[config.mk]
export PLATFORM = sky130hd
export DESIGN_NAME = q2e_fifo
export DESIGN_NICKNAME = d
export VERILOG_FILES = /design/src/rtl/q2e_pkg.sv /design/src/rtl/q2e_fifo.sv
export SDC_FILE = /design/constraint.sdc
export NUM_CORES = 1
export LEC_CHECK = 0
export BUFFER_PORTS_ARGS = -buffer_cell sky130_fd_sc_hd__buf_2
export CAP_MARGIN = 20
export CORE_AREA = 2 2 212 297
export DETAILED_ROUTE_END_ITERATION = 10
export DIE_AREA = 0 0 214 299
export PLACE_DENSITY = 0.73
export SYNTH_ARGS = -nofsm -noshare
export SYNTH_HDL_FRONTEND = slang
export SYNTH_SLANG_ARGS = --single-unit
export TNS_END_PERCENT = 10
[constraint.sdc]
create_clock -name clk -period 6.88 [get_ports clk]
set_clock_uncertainty 0.2 [all_clocks]
set_input_delay 1.376 -clock clk [delete_from_list [all_inputs] [get_ports clk]]
set_output_delay 1.376 -clock clk [all_outputs]
set_load 0.05 [all_outputs]
[src/rtl/q2e_pkg.sv]
// Shared widths, the inter-stage word and the CORDIC angle table for the
// quaternion to Euler bin converter. No dependencies.
`default_nettype none
package q2e_pkg;

  localparam int QW         = 16;   // quaternion component
  localparam int MW         = 32;   // 16x16 product
  localparam int PW         = 34;   // doubled product sums
  localparam int SW         = 30;   // clamped pitch argument
  localparam int CW         = 29;   // cosine, 0 .. 2^28
  localparam int VW         = 58;   // sqrt radicand and remainder
  localparam int XW         = 37;   // CORDIC x / y
  localparam int ZW         = 34;   // CORDIC angle
  localparam int ITER       = 32;   // CORDIC iterations
  localparam int SQ_STEPS   = 29;   // result bits of the square root
  localparam int FIFO_DEPTH = 4;
  localparam int FIFO_AW    = 2;
  localparam int BW         = 5;    // bin width

  localparam logic signed [ZW-1:0] HALF_TURN    = ZW'(64'sd2147483648);
  localparam logic signed [ZW-1:0] QUARTER_TURN = ZW'(64'sd1073741824);
  localparam logic signed [PW-1:0] ONE_Q28      = PW'(64'sd268435456);

  typedef struct packed {
    logic signed [PW-1:0] rn;
    logic signed [PW-1:0] rd;
    logic signed [PW-1:0] yn;
    logic signed [PW-1:0] yd;
    logic signed [SW-1:0] s;
    logic        [CW-1:0] c;
  } front_word_t;

  // atan(2^-i) with a full turn of 2^32
  function automatic logic [31:0] atan_entry(input logic [4:0] i);
    logic [31:0] r;
    case (i)
      5'd0:  r = 32'h20000000;
      5'd1:  r = 32'h12E4051E;
      5'd2:  r = 32'h09FB385B;
      5'd3:  r = 32'h051111D4;
      5'd4:  r = 32'h028B0D43;
      5'd5:  r = 32'h0145D7E1;
      5'd6:  r = 32'h00A2F61E;
      5'd7:  r = 32'h00517C55;
      5'd8:  r = 32'h0028BE53;
      5'd9:  r = 32'h00145F2F;
      5'd10: r = 32'h000A2F98;
      5'd11: r = 32'h000517CC;
      5'd12: r = 32'h00028BE6;
      5'd13: r = 32'h000145F3;
      5'd14: r = 32'h0000A2FA;
      5'd15: r = 32'h0000517D;
      5'd16: r = 32'h000028BE;
      5'd17: r = 32'h0000145F;
      5'd18: r = 32'h00000A30;
      5'd19: r = 32'h00000518;
      5'd20: r = 32'h0000028C;
      5'd21: r = 32'h00000146;
      5'd22: r = 32'h000000A3;
      5'd23: r = 32'h00000051;
      5'd24: r = 32'h00000029;
      5'd25: r = 32'h00000014;
      5'd26: r = 32'h0000000A;
      5'd27: r = 32'h00000005;
      5'd28: r = 32'h00000003;
      5'd29: r = 32'h00000001;
      5'd30: r = 32'h00000001;
      default: r = 32'h00000000;
    endcase
    return r;
  endfunction

endpackage
`default_nettype wire

[src/rtl/q2e_fifo.sv]
// Short queue between the front and back pipelines. Holds front_word_t
// entries from q2e_pkg in a small register array.
`default_nettype none
module q2e_fifo (
  input  wire logic                 clk,
  input  wire logic                 rst,
  input  wire logic                 push,
  input  wire q2e_pkg::front_word_t din,
  output logic                      full,
  input  wire logic                 pop,
  output q2e_pkg::front_word_t      dout,
  output logic                      empty
);

  localparam int AW = q2e_pkg::FIFO_AW;

  q2e_pkg::front_word_t mem[q2e_pkg::FIFO_DEPTH];
  logic [AW-1:0]        wptr, rptr;
  logic [AW:0]          count;

  assign full  = count == (AW+1)'(q2e_pkg::FIFO_DEPTH);
  assign empty = count == '0;
  assign dout  = mem[rptr];

  always_ff @(posedge clk) begin
    if (rst) begin
      wptr  <= '0;
      rptr  <= '0;
      count <= '0;
    end else begin
      if (push && !full) wptr <= wptr + 1'b1;
      if (pop && !empty) rptr <= rptr + 1'b1;
      count <= count + (AW+1)'(push && !full) - (AW+1)'(pop && !empty);
    end
  end

  always_ff @(posedge clk) begin
    if (push && !full) mem[wptr] <= din;
  end

  a_count_bound: assert property (@(posedge clk) disable iff (rst)
    count <= (AW+1)'(q2e_pkg::FIFO_DEPTH))
    else $error("queue count above depth");
  a_full_holds: assert property (@(posedge clk) disable iff (rst)
    (full && !pop) |=> full)
    else $error("full queue changed without a pop");
  a_pop_moves: assert property (@(posedge clk) disable iff (rst)
    (pop && !empty && !push) |=> count == $past(count) - 1'b1)
    else $error("pop did not reduce count");

endmodule
`default_nettype wire

==> impl_metrics.json <==
{
  "outcome": "complete, no violations",
  "multi_input_area_um2": 4650,
  "fin_hold_ws_ns": 0.301,
  "cts-root-buf": "clkbuf_16",
  "power_w": 0.0139,
  "start_kind": "flip-flop",
  "numClockSinks": 789,
  "areaGrowthSynthToFinish_pct": 18.1,
  "synth.avg_cell_area_um2": 26.7,
  "cts_setup_buffers": 0,
  "grt_pass1_wl_mm": 83.5,
  "cts_resized": 0,
  "arrival_ns": 2.82,
  "dieArea_um2": 64000,
  "worstSetupPathType": "flip-flop to primary output",
  "synth_area_leaders": "edfxtp_1, mux4_2, buf_6",
  "routedWlPerCell_um": 23.2,
  "wl_met2_mm": 29.2,
  "worstPathMaxFanout": 51,
  "slew_viol_final": 0,
  "rsz0062_at_grt": "false",
  "grt_pass1_vias": 13600,
  "power_leakage_nw": 11.2,
  "setup_slack_ns": 2.48,
  "synth_top_area_cell": "edfxtp_1",
  "synth_warnings": 0,
  "syn_nets": 1276,
  "synth_area_um2": 28600,
  "synth_cells": 1070,
  "clkLatencyLatePin_ns": 0.59,
  "grt-ovfl-total": 0,
  "die_y_um": 299,
  "cts_hold_buf": 0,
  "hpwl_mm": 33.0,
  "drc": 0,
  "synth_edf_count": 780,
  "cts-htree-levels": 3,
  "finalNetCount": 1717,
  "cp_top_family": "buffers and inverters",
  "track_usage_pct": 17.4,
  "vias_per_cell": 5.32,
  "worst-path-buf-inv": 2,
  "cts_tree": "yes",
  "synth-seq-cells": 789,
  "drt_pass1_iterations": 5,
  "peakVddDrop_v": 0.000321,
  "critPathRequiredTime_ns": 5.30,
  "vias": 12800,
  "p_per_area_nw_per_um2": 411,
  "layout_min_cycle_time_ns": 4.40,
  "grt_max_degree": 101,
  "antenna_left": 0,
  "setup_viol": 0,
  "max_stage_delay_ns": 0.73,
  "rows": 108,
  "numCtsBuffers": 72,
  "slowest_stage": "dfxtp_4",
  "place.gp.congestion": 0.756,
  "synth-main-ff-cell": "edfxtp_1",
  "path_cells": "buf_4 -> mux4_2 -> buf_2",
  "path_clk_slew_ns": 0.06,
  "first_iter_violations": 840,
  "core_area_um2": 61500,
  "highest_layer": "met5",
  "fin_crit_sh_pct": 63.9,
  "min_path_type": "flip-flop to flip-flop",
  "fmaxAchievable_mhz": 227,
  "start_util_pct": 46.5,
  "clk_path_buf_depth": 3,
  "io_pins": 396,
  "num-fill-cells": 4558,
  "ys_types": 23,
  "async_reset_ff_share_pct": 0,
  "layout-drive-gt1-share_pct": 45.6,
  "dr_wl_met3_mm": 3.77,
  "synth.top_cell.area_share_pct": 81.9,
  "portBuffers": 395,
  "max_slew.worst_pin.slew_ns": 1.02,
  "antenna_found_initial": 11,
  "register_area_um2": 23600,
  "slew_headroom_pct": 32.0,
  "drv_cap": 0,
  "yosysSeqAreaShare_pct": 82.5,
  "finalHoldViolCount": 0,
  "die_x_um": 214,
  "wl_met1_mm": 20.7,
  "endpoint_kind": "primary output",
  "wl_mm": 55.6,
  "place_ws_ns": 2.79
}
## state kept, by name, summed over array words and instances (netlist names), named ones only
signal,flops
count,3
mem,780
rptr,2
wptr,2
## cell type report
class	count	area share [%]
clock buffers	91	5.73
multi-input cells	228	13.8
repair buffers	412	6.56
clock inverters	41	0.885
well taps	825	3.05
inverters	8	0.0889
flip-flops and latches	789	69.9
diodes	6	0.0444
## cell families (layout without fill, tap and decap cells)
group           after synthesis  after routing  synth area share, %
flops                       789            789                 82.5
mux                         196            196                 15.4
buf+inv                      53            552                 1.26
simple gates                 17             17                0.328
fa+ha+maj                     7              7                0.332
compound gates                5              5               0.0962
xor+xnor                      3              3               0.0919
other cells                   0              6                    0
## report_power, final
part,leakage [nW],internal (W),total (W),switching (W)
Sequential,7.22,0.00577,0.00588,0.000112
Clock,1.10,0.00209,0.00377,0.00168
Combinational,2.84,0.00125,0.00425,0.00300
Total,11.2,0.00911,0.0139,0.00480
## worst register-to-register path, stage by stage (launching register included)
cell,delay [ns]
dfxtp_1,0.40
nor3b_1,0.14
nor2_1,0.37
and2_4,0.85
buf_12,0.46
## placed cells by master, fill, tap and decap left out, types with 6 or more instances in the layout
| master | count |
|---|---|
| edfxtp_1 | 780 |
| buf_2 | 395 |
| mux4_2 | 195 |
| clkbuf_16 | 75 |
| clkinv_2 | 18 |
| clkbuf_1 | 16 |
| clkinv_1 | 14 |
| buf_12 | 9 |
| inv_1 | 8 |
| buf_4 | 8 |
| dfxtp_1 | 7 |
| diode_2 | 6 |
| ha_1 | 6 |
## routing by layer
layer | GRT usage [%] | vias to the layer above
met3 | 4.81 | 104
li1 | - | 5530
met4 | 7.13 | 8
met5 | 0 | -
met2 | 29.7 | 431
met1 | 21.0 | 6685
## worst paths after layout
check                           slack (ns)  cells after the start       from           to
worst max-delay path                  2.48                      3  flip-flop    dout[104]
worst min-delay path                  0.30                      2    rptr[1]    flip-flop
worst max register to register        3.86                      4   count[1]  mem[3][122]
worst min register to register        0.30                      2    rptr[1]    flip-flop
## Yosys cell counts, types with 4 or more instances
cell type  number
and2_1          4
buf_2          21
buf_6          18
clkbuf_1        6
dfxtp_1         9
edfxtp_1      780
ha_1            6
inv_1           8
mux4_2        195
nor2_1          4
## metrics by stage
| step | std cells | util (%) | TNS, ns | cell area (um^2) |
|---|---|---|---|---|
| 6_report | 2400 | 55.0 | 0 | 33800 |
| 5_1_grt | 2399 | 55.0 | 0 | 33800 |
| 4_1_cts | 2393 | 54.9 | 0 | 33800 |
| 3_5_place_dp | 2261 | 51.3 | 0 | 31500 |
| 3_3_place_gp | 2261 | 51.3 | 0 | 31500 |
| 2_1_floorplan | 1070 | - | -26.71 | 28600 |
Note: power is estimated with default switching activity, not from simulation.
